===== src/hw/rtl/brep_pkg.sv =====
// Shared types and constants of the banked RAM expansion port.
`timescale 1ns / 1ps
package brep_pkg;

  localparam int RegCount  = 16;
  localparam int RegIdxW   = 4;
  localparam int ByteW     = 8;
  localparam int MemDepth  = 131072;
  localparam int MemAddrW  = 17;

  // Register offsets within the file
  localparam logic [RegIdxW-1:0] OFF_PORT_B  = 4'h0;
  localparam logic [RegIdxW-1:0] OFF_PORT_A  = 4'h1;
  localparam logic [RegIdxW-1:0] OFF_DIR_B   = 4'h2;
  localparam logic [RegIdxW-1:0] OFF_DIR_A   = 4'h3;
  localparam logic [RegIdxW-1:0] OFF_CONTROL = 4'hc;

  // Control bits that select the bank
  localparam logic [ByteW-1:0] CTRL_BANK_HI = 8'h0e;
  localparam logic [ByteW-1:0] CTRL_BANK_LO = 8'he0;

  typedef enum logic [1:0] {
    MODE_REG_RD = 2'd0,
    MODE_REG_WR = 2'd1,
    MODE_RAM_RD = 2'd2,
    MODE_RAM_WR = 2'd3
  } mode_t;

  typedef struct packed {
    logic               en;
    logic [RegIdxW-1:0] index;
    logic [ByteW-1:0]   data;
  } reg_wr_t;

endpackage


===== src/hw/rtl/brep_regs.sv =====
// Register file, bank select and RAM address generation.
`timescale 1ns / 1ps
module brep_regs (
  input  logic                                 clk,
  input  logic                                 rst,
  input  brep_pkg::reg_wr_t                    wr,
  input  logic [brep_pkg::RegIdxW-1:0]         rd_index,
  output logic [brep_pkg::ByteW-1:0]           rd_data,
  output logic [brep_pkg::MemAddrW-1:0]        ram_addr
);

  logic [brep_pkg::ByteW-1:0] regs [brep_pkg::RegCount];
  logic [1:0]                 bank;
  logic [1:0]                 bank_next;
  logic [brep_pkg::ByteW-1:0] ctrl_next;
  logic [brep_pkg::ByteW-1:0] eff_a;
  logic [brep_pkg::ByteW-1:0] eff_b;

  // Bank follows the control value as it stands after this write
  always_comb begin
    ctrl_next = (wr.index == brep_pkg::OFF_CONTROL) ? wr.data
                                                    : regs[brep_pkg::OFF_CONTROL];
    bank_next = {(ctrl_next & brep_pkg::CTRL_BANK_HI) == brep_pkg::CTRL_BANK_HI,
                 (ctrl_next & brep_pkg::CTRL_BANK_LO) == brep_pkg::CTRL_BANK_LO};
  end

  always_ff @(posedge clk) begin
    if (rst) begin
      for (int i = 0; i < brep_pkg::RegCount; i++) begin
        regs[i] <= '0;
      end
      bank <= 2'b00;
    end else if (wr.en) begin
      regs[wr.index] <= wr.data;
      bank           <= bank_next;
    end
  end

  // Input pins (direction bit clear) read as high
  always_comb begin
    eff_a = (regs[brep_pkg::OFF_PORT_A] & regs[brep_pkg::OFF_DIR_A])
            | ~regs[brep_pkg::OFF_DIR_A];
    eff_b = (regs[brep_pkg::OFF_PORT_B] & regs[brep_pkg::OFF_DIR_B])
            | ~regs[brep_pkg::OFF_DIR_B];
  end

  assign rd_data  = regs[rd_index];
  assign ram_addr = {bank, eff_b[6:0], eff_a};

endmodule


===== config.mk =====
export PLATFORM = sky130hd
export DESIGN_NAME = brep_regs
export DESIGN_NICKNAME = d
export VERILOG_FILES = /design/src/hw/rtl/brep_pkg.sv /design/src/hw/rtl/brep_regs.sv
export SDC_FILE = /design/constraint.sdc
export NUM_CORES = 1
export LEC_CHECK = 0
export ABC_AREA = 1
export BUFFER_PORTS_ARGS = -buffer_cell sky130_fd_sc_hd__buf_2
export CELL_PAD_IN_SITES_DETAIL_PLACEMENT = 1
export CELL_PAD_IN_SITES_GLOBAL_PLACEMENT = 2
export CORE_MARGIN = 5
export CORE_UTILIZATION = 40
export DETAILED_ROUTE_END_ITERATION = 8
export PLACE_DENSITY_LB_ADDON = 0.15
export SLEW_MARGIN = 25
export SYNTH_ARGS = -nofsm -noshare
export SYNTH_HDL_FRONTEND = slang
export SYNTH_SLANG_ARGS = --single-unit

===== constraint.sdc =====
create_clock -name clk -period 2.76 [get_ports clk]
set_input_delay 0.414 -clock clk [delete_from_list [all_inputs] [get_ports clk]]
set_output_delay 0.414 -clock clk [all_outputs]
set_load 0.01 [all_outputs]

### Word-level counts from Yosys, hierarchy flattened

Memories as Yosys holds them, arrays and structs flattened.
Cells that the tools add are included.

* memories kept: 1
* logic and storage cells: 21
* RAM bits: 128
* register bits: 2
* bits of input ports: 19
* output and inout port bits: 25

* reduce and logical (&&, ||, !) cells: 1
* mux-type cells: 9
* eq/ne operators: 3
* bitwise gates (word level): 6

Memories
* regs: depth 16, bits a word 8, read ports 6, clocked after Yosys merged registers in 0, wr ports 16, line brep_regs.sv:12 `logic [brep_pkg::ByteW-1:0] regs [brep_pkg::RegCount];`

Operator list (number)
* $mux 8: 2
* $and 8x8->8: 1
* $not 8->8: 1
* $or 8x8->8: 1
* $reduce_or 8->1: 1
* $and 7x7->7: 1
* $not 7->7: 1
* $or 7x7->7: 1
* $eq 3x3->1 const B: 2
* $mux 1: 6
* $eq 4x4->1 const B: 1
* $mux 4: 1

### Longest topological paths before layout

* depth in word-level cells: 5
* depth in mapped cells: 8
* mapped depth without buffers: 8

### Worst setup path after synthesis

No wires, ideal clock.

* path kind: input port to output port
* start: input port rd_index[1] (netlist name)
* end: output port rd_data[3] (netlist name)
* stages on the path: 6
* data required time: 2.346 ns
* path buffers: 2
* slack: 1.195 ns
* data arrival time: 1.151 ns
* cell sequence: buf_2 clkbuf_1 nand3_1 nand3_1 nand3_1 nand2_1

* cells in the longest elaborated chain, start to end: 1

RTL lines
* start: declaration: line brep_regs.sv:7 `input logic [brep_pkg::RegIdxW-1:0] rd_index,`
* $mem_v2 16x8
* end: declaration: line brep_regs.sv:8 `output logic [brep_pkg::ByteW-1:0] rd_data,`

No other way between the ends.

### Worst setup path after layout

* start: input port rd_index[2] (netlist name)
* end: output port rd_data[5] (netlist name)

The elaborated chain is that of the path after synthesis.

==> results.tsv <==
metric	value	unit
cp.required	2.35	ns
crit_arrival	1.81	ns
avgSynthCellArea	8.67	µm²
cts_sinks	130	
power	5160	µW
firstDrtPassIters	5	
postCtsSetupRepairBufs	0	
vias_per_cell	5.10	
fillerInstances	1872	
place_hpwl	14.3	mm
syn_to_final_growth	15.8	%
root_buffer	clkbuf_16	
place_area	6880	µm²
synthTopCellsByArea	edfxtp_1, nand2_1, nor2_1	
post-route-min-period	2.22	ns
fin_util	0.471	
final-setup-viol-count	0	
synth.distinct_cells	20	
worstSetupEndpointType	output port	
die_w	137	µm
initial_core_util	0.407	
worst_pin_slew	0.912	ns
synth_cells	745	
drc_errors	0	
mostFrequentLayoutCell	nand2_1	
critical_path_class	input port to output port	
num_rows	46	
setup_tns	0	ns
pin_count	44	
crit_fanout	17	
hold_violations	0	
post-route-period-util	0.805	
crit_path_max_incr_delay	0.42	ns
hp-class	input port to register	
hold_buffers	0	
cts.path.max_buffers	2	
grt_pass1_wl	31.7	mm
critPathLaunchType	input port	
synth_seq_cells	130	
drive_gt1_frac	0.134	
skew	0.00124	ns
drtIter0Drc	331	
layout_common_cells	nand2_1, nor2_1, edfxtp_1, inv_1, nand3_1	
yosysTopAreaCell	edfxtp_1	
grt_max_degree	65	
dieArea	18800	µm²
clk_pin_slew_worst_paths	0.05	ns
vias	5146	
io_buffers	43	
htreeDepth	4	
regArea	3880	µm²
max-vdd-ir-drop	0.000421	V
cts_buffers	17	
drv_slew	0	
ys_seq_area_frac	0.601	
antenna_found_initial	1	
cp_cell_sequence	buf_2 -> inv_1 -> nand3_1 -> nand3_1 -> nand2_1 -> buf_2	
core_region_area	15900	µm²
maxCapViolCount	0	
outcome	completed	
grt_usage	0.234	
fin_area	7480	µm²
grt_overflow	0	
cts_resized	0	
fmax	450	MHz
nNetsFinal	801	
multiInputGateArea	1970	µm²
die_h	137	µm
leakagePower	0.00342	µW
critPathSlowestCell	inv_1	
netlist.area_leader.share	0.595	
diodes	0	
wire_per_inst	20.6	µm
gp_congestion	0.834	
critPathBufInv	3	
syn_area	6460	µm²
slew-limit-headroom	0.392	
final_antenna_net_count	0	
wl	20.8	mm
clock_latency	0.42	ns
yosys_warnings	0	
p_per_area	689	nW/µm²
rsz0062_at_grt	false	
syn-num-nets	764	
grt_pass1_vias	5347	
critical-path-top-delay-family	buffers and inverters	
cts_tree	done	
-- state kept, by name, indices dropped and copies added, names as in the netlist --
signal  cells
regs      128
bank        2
-- through the flow --
step | hold slack, ns | cells | setup slack (ns)
6_report | 0.273 | 1010 | 0.537
2_1_floorplan | 0.562 | 745 | 1.19
4_1_cts | 0.255 | 1010 | 0.523
3_5_place_dp | 0.553 | 979 | 0.515
5_1_grt | 0.297 | 1010 | 0.443
3_3_place_gp | 0.552 | 979 | 0.499
-- synth_stat cells --
master	instances
nor2_4	1
buf_2	16
buf_4	4
nor3_1	2
inv_1	108
nand3_2	3
nor2_1	132
clkbuf_1	12
edfxtp_1	128
nor2_2	3
nor3_4	2
dfxtp_1	2
nand3_1	98
nand2_1	206
clkinv_1	6
inv_2	4
nand4_1	2
buf_1	1
nand2_2	14
nand2_4	1
-- layout make-up --
| type | count | share of cell area |
|---|---|---|
| clock buffer | 19 | 0.0579 |
| clock inverter | 12 | 0.0221 |
| inverter | 118 | 0.0592 |
| multi-input combinational | 464 | 0.264 |
| sequential | 130 | 0.519 |
| tap | 216 | 0.0361 |
| timing repair buffer | 51 | 0.0418 |
-- tightest hold or removal path, delay by kind of cell --
kind	cells	cell delay, ns
buffers and inverters	2	0.14
and+or+nand+nor	2	0.10
-- path summary, 6_finish.rpt --
path / start / endpoint / slack, ns / cells past startpoint
setup / recovery: rd_index[2] / rd_data[5] / 0.54 / 6
hold / removal: rst / bank[0] / 0.27 / 4
setup reg to reg: regs[12][7] / bank[0] / 1.85 / 4
hold reg to reg: bank[0] / bank[0] / 0.56 / 4
-- cell families after synthesis --
group / count (synthesis) / synth area share
AND/OR/NAND/NOR: 464 / 0.306
flip-flops: 130 / 0.601
buffers and inverters: 151 / 0.0932
-- routing by layer --
| metal | part of all wire | global-route usage |
|---|---|---|
| met5 | 0.00062 | 0 |
| met2 | 0.49 | 0.388 |
| met3 | 0.044 | 0.0489 |
| met1 | 0.43 | 0.301 |
| met4 | 0.029 | 0.0931 |
-- where the power goes --
part | internal, µW | total [µW] | switching [µW] | leakage (µW)
clock | 1490 | 2340 | 843 | 0.000295
combinational | 132 | 496 | 365 | 0.00189
sequential | 2280 | 2320 | 42.5 | 0.00124
Power figures use the tool's default switching activity.
