==> config.mk <==
export PLATFORM = sky130hd
export DESIGN_NAME = brep_ram
export DESIGN_NICKNAME = d
export VERILOG_FILES = /design/src/hw/rtl/brep_ram.sv
export SDC_FILE = /design/constraint.sdc
export NUM_CORES = 2
export LEC_CHECK = 0
export BUFFER_PORTS_ARGS = -buffer_cell sky130_fd_sc_hd__buf_2
export CORE_MARGIN = 5
export CORE_UTILIZATION = 63
export CTS_CLUSTER_SIZE = 40
export DETAILED_ROUTE_END_ITERATION = 16
export MAX_ROUTING_LAYER = met4
export PLACE_DENSITY_LB_ADDON = 0.3
export SLEW_MARGIN = 15
export SYNTH_ARGS = -nofsm -noshare
export SYNTH_HDL_FRONTEND = slang
export SYNTH_SLANG_ARGS = --single-unit
==> constraint.sdc <==
create_clock -name clk -period 3.11 [get_ports clk]
set_input_delay 0.622 -clock clk [delete_from_list [all_inputs] [get_ports clk]]
set_output_delay 0.622 -clock clk [all_outputs]
set_load 0.03 [all_outputs]
==> src/hw/rtl/brep_ram.sv <==
// Generic single-port synchronous RAM with registered read data.
`timescale 1ns / 1ps
module brep_ram #(
  parameter int Width = 8,
  parameter int Depth = 256
) (
  input  logic                     clk,
  input  logic                     en,
  input  logic                     we,
  input  logic [$clog2(Depth)-1:0] addr,
  input  logic [Width-1:0]         wdata,
  output logic [Width-1:0]         rdata
);

  logic [Width-1:0] mem [Depth];

  // Read data holds until the next read
  always_ff @(posedge clk) begin
    if (en) begin
      if (we) begin
        mem[addr] <= wdata;
      end else begin
        rdata <= mem[addr];
      end
    end
  end

endmodule

# Word-level counts from Yosys, hierarchy flattened
# Memory sizes are Yosys's and may differ from the RTL's. A register that Yosys moved wholly into a read port is not among the register bits.
# Cells that the tools add are included.
# word_totals
out_inout_bits	8
inputBits	19
memories	1
ram_bits	2048
wordCells	6
reg_bits	0
# mem_list
memory	words	width	rd	rd_clocked_by_memory_dff	wr	line_no	rtl
mem	256	8	1	1	1	15	logic [Width-1:0] mem [Depth];
# op_classes
n_mux	3
n_bitwise	1
n_reduce_logical	1
# op_table
cell	n
$mux W1	3
$reduce_and A2 Y1	1
$not A1 Y1	1

# Depth between registers and ports, before layout
# logic_depth
ltp_word	3
depth_mapped	9
ltp_nobuf	5

# Worst setup path before layout
# Ideal clock, no wire load.
# synth_timing
path_type	input port to flip-flop
start	input addr[0]
end	memory mem[117][0], enable pin
arrival_ns	2.547
setup_time_ns	0.370
required_time_ns	2.740
path_stages	8
n_path_buf	5
setup_slack_ns	0.193
cell_sequence	buf_2 -> buf_6 -> buf_2 -> buf_2 -> nor3b_1 -> nand2_1 -> clkbuf_1 -> nor2_1
# synth_lines
element	line_no	rtl
start: declaration	10	input logic [$clog2(Depth)-1:0] addr,
end: declaration	15	
# Straight into the memory's write port.

==> metrics list <==
- The H-tree generated during clock tree synthesis spans 4 levels.
* Total buffers and inverters traversed by the critical path: 5
* Leakage power: 29.0 nW
* Largest incremental delay on the critical path: 0.65 ns
* Critical Path Sink Type: register
- Relative to the synthesized area, the layout overhead comes to 16.1%.
- For this block, the initial DRC count from the detailed router was 6,405.
* Area share of the largest cell type after synthesis: 0.788
- In this design, the largest share of critical-path delay is due to compound AO/OA/AOI/OAI gates.
- Capture point of the worst reg-to-reg path: rdata[4]
- Entering global routing, the biggest net connects 116 pins.
- Count of standard-cell rows: 129
- Post-route ant nets: 0
- Crit Path Max Fanout: 14
- In this run, CTS created clock tree buffers numbering 193.
- Finished Cell Area: 91,000 µm²
* Gr ovfl total: 0
* Number of filler instances in the final layout: 6,520
- The largest individual stage delay along the critical path comes from the cell sky130_fd_sc_hd__o41ai_1.
- Root Buffer: sky130_fd_sc_hd__clkbuf_16
- Ports: 27
- In this run the tightest slew margin relative to its limit is 0.355.
- The most common cell in the synthesized netlist is sky130_fd_sc_hd__edfxtp_1.
* Synth cell types: 21
- Endpoint of the worst hold path: mem[236][6]
- After detailed routing, the number of vias per cell comes to 6.96.
- Final hold analysis gives a worst-case slack of 0.378 ns.
* Cell Chain, Critical Path: buf_8 -> buf_12 -> buf_4 -> buf_4 -> mux4_2 -> a22oi_1 -> a21oi_1 -> o41ai_1 -> buf_4 -> nand4_1
- Flip-flop cell with the highest count after synthesis: sky130_fd_sc_hd__edfxtp_1
* Classification of the worst-slack hold path: input port to register
- The mapped netlist covers 78,400 µm².
- Yosys synthesis warning count: 0
* Number of iterations in the first detailed-routing pass: 8
- Once routing completed, OpenROAD measured the worst setup slack at 0.216 ns.
- Synth Instances: 3,526
- Of all cell types, the one taking the most synthesized area is sky130_fd_sc_hd__edfxtp_1.
- Fraction of synthesis flops using an asynchronous set or reset pin: 0
- Post-layout total power: 55.8 mW
* Setup Fix Bufs, Post-CTS: 0
* Fraction of the yosys area taken by sequential cells: 0.788
* Peak Freq: 346 MHz
- Setup repair after global routing left no endpoint under its margin.
* Period utilization: 0.930
- After routing, the total negative slack on setup checks comes to 0 ns.
- Global-route wire length before repair: 293,000 µm
* Seq cells post-synth: 2,056
* Required time worst endpoint: 3.66 ns
* Run status: finished, final reports clean
- The final count of hold timing violations was 0.
- For this design the ratio of total power to cell area is 613 nW/µm².
- Once detailed placement completed, the half-perimeter wirelength came to 119,000 µm.
- The number of nets in the synthesized netlist is 3,545.
- The final route contains 41,200 vias.
* Final Skew: 0.0231 ns
- The worst register-to-register path has a setup slack of 0.37 ns.
- Commonest cells in the synthesized netlist: sky130_fd_sc_hd__edfxtp_1, sky130_fd_sc_hd__mux4_2, sky130_fd_sc_hd__nor2_1, sky130_fd_sc_hd__a22oi_1, sky130_fd_sc_hd__clkbuf_1
- Number of max-cap violations: 0
* Crit Reg-Reg Startpoint: mem[202][4]
* Floorplan core area: 124,000 µm²
- Across the VDD grid, the largest voltage drop is 655 µV.
- Final slew viol count: 0
- In this run the most critical hold path is launched from wdata[6].
- The finished layout holds 5,924 standard cells, fillers aside.
- The clock period could shrink to 2.89 ns.
* Layout cells sized above 1: 0.328
- Horizontal die dimension: 363 µm
- Counting instances, the worst hold path has a depth of 1.
* Hold-fix buffer count after cts: 0
* Tot GR Track Use: 0.320
* Clock transition time at the flip-flop clock pins of the worst setup and hold paths: 0.06 ns
* Biggest area contributors in the synthesized netlist: sky130_fd_sc_hd__edfxtp_1, sky130_fd_sc_hd__mux4_2, sky130_fd_sc_hd__a22oi_1
- Cell type with the highest occurrence count on the critical path: sky130_fd_sc_hd__buf_4
- Vias in the first global route: 42,300
- Post-cts resize count: 0
- Clock Path Buffers: 3
- Clock net sink count: 2,056
- DIE AREA: 132,000 µm²
* Synthesized area per cell: 22.2 µm²
- Data arrives at the worst endpoint at 3.44 ns.
- The later pin in the worst-skew pair is clocked with a latency of 0.81 ns.
- Length in cells of the worst reg-to-reg path: 6
* Nets: 4,144
* Total routed wirelength: 200,000 µm
* CTS tree: built
* Effective utilization at floorplan: 0.634
- Area after DPL: 85,000 µm²
* Average wire per standard cell: 33.8 µm
* PortBufs: 26
- For the pin with the worst max-slew slack, the measured transition is 0.968 ns.
* Post-placement setup slack: -0.510 ns
- At the end of the flow the core is filled with cells to 0.736.
- Once placement completed, the tool counted placed cells totaling 5,567.
* Setup violations, final: 0
- The setup path with the least slack is of type input port to register.
- The floorplan step set the die height to 363 µm.
- Number of antenna violations at the first check in global routing: 9
- Number of design rule violations left after detail routing: 0
- The synthesized design contains 2,056 enable-type register cells.
- The worst setup path is launched from an input port.
- Routability-driven placement finished with a final weighted congestion of 0.870.
[power by group]
part	internal [mW]	switching (mW)	leakage (nW)
clock	12.6	9.87	2.91
sequential	30.5	0.0233	18.5
combinational	1.09	1.70	7.61
[layout by cell type, fill, tap and decap left out, types with 2 or more instances in the layout]
| master | count |
|---|---|
| sky130_fd_sc_hd__buf_2 | 16 |
| sky130_fd_sc_hd__a21oi_1 | 128 |
| sky130_fd_sc_hd__inv_6 | 4 |
| sky130_fd_sc_hd__nor3b_1 | 2 |
| sky130_fd_sc_hd__buf_12 | 68 |
| sky130_fd_sc_hd__clkbuf_1 | 47 |
| sky130_fd_sc_hd__clkinv_1 | 44 |
| sky130_fd_sc_hd__buf_4 | 535 |
| sky130_fd_sc_hd__nand3_1 | 4 |
| sky130_fd_sc_hd__nand4_1 | 8 |
| sky130_fd_sc_hd__bufinv_16 | 11 |
| sky130_fd_sc_hd__nor2b_1 | 5 |
| sky130_fd_sc_hd__clkinv_2 | 35 |
| sky130_fd_sc_hd__buf_8 | 2 |
| sky130_fd_sc_hd__nand2b_1 | 2 |
| sky130_fd_sc_hd__o41ai_1 | 32 |
| sky130_fd_sc_hd__nor2b_4 | 2 |
| sky130_fd_sc_hd__clkinvlp_4 | 4 |
| sky130_fd_sc_hd__mux4_2 | 512 |
| sky130_fd_sc_hd__nand2_1 | 30 |
| sky130_fd_sc_hd__edfxtp_1 | 2056 |
| sky130_fd_sc_hd__diode_2 | 10 |
| sky130_fd_sc_hd__a22oi_1 | 256 |
| sky130_fd_sc_hd__nor2_1 | 258 |
| sky130_fd_sc_hd__clkbuf_8 | 8 |
| sky130_fd_sc_hd__clkbuf_16 | 199 |
[worst max-delay path by stage]
stage / startpoint / to / slack, ns / depth (start not counted)
4_1_cts: addr[0] / rdata[5] / 0.31 / 9
2_1_floorplan: addr[0] / mem[117][0] / 0.19 / 8
3_5_place_dp: addr[0] / rdata[5] / -0.51 / 9
3_3_place_gp: addr[0] / rdata[5] / -0.51 / 9
5_1_grt: addr[0] / rdata[5] / 0.18 / 9
6_report: addr[0] / rdata[4] / 0.22 / 10
[cells by family (layout without fill, tap and decap cells)]
kind of cell    count (synthesis)  after routing  synth area share
buf+inv                       225            976            0.0128
flops                        2056           2056             0.788
simple gates                  317            317            0.0161
compound gates                416            416            0.0363
other cells                     0             10                 0
mux                           512            512             0.147
[layer usage]
metal	wire length [µm]	track usage	share of wire
met3	24100	0.0683	0.12
met5	0	-	0
met2	98500	0.491	0.49
met4	8990	0.129	0.045
met1	68400	0.431	0.34
[flip-flops by register name, summed over array words and instances (netlist names)]
| signal | count |
|---|---|
| rdata | 8 |
| mem | 2048 |
[layout make-up]
class / count / area, µm² / area share
diodes: 10 / 25.0 / 0.000275
clock buffers: 246 / 5160 / 0.0567
clock inverters: 101 / 781 / 0.00858
multi-input cells: 1245 / 15700 / 0.172
flip-flops and latches: 2056 / 61700 / 0.678
well taps: 1637 / 2050 / 0.0225
repair buffers: 629 / 5600 / 0.0615
No activity file was read; power rests on OpenSTA's default activity.
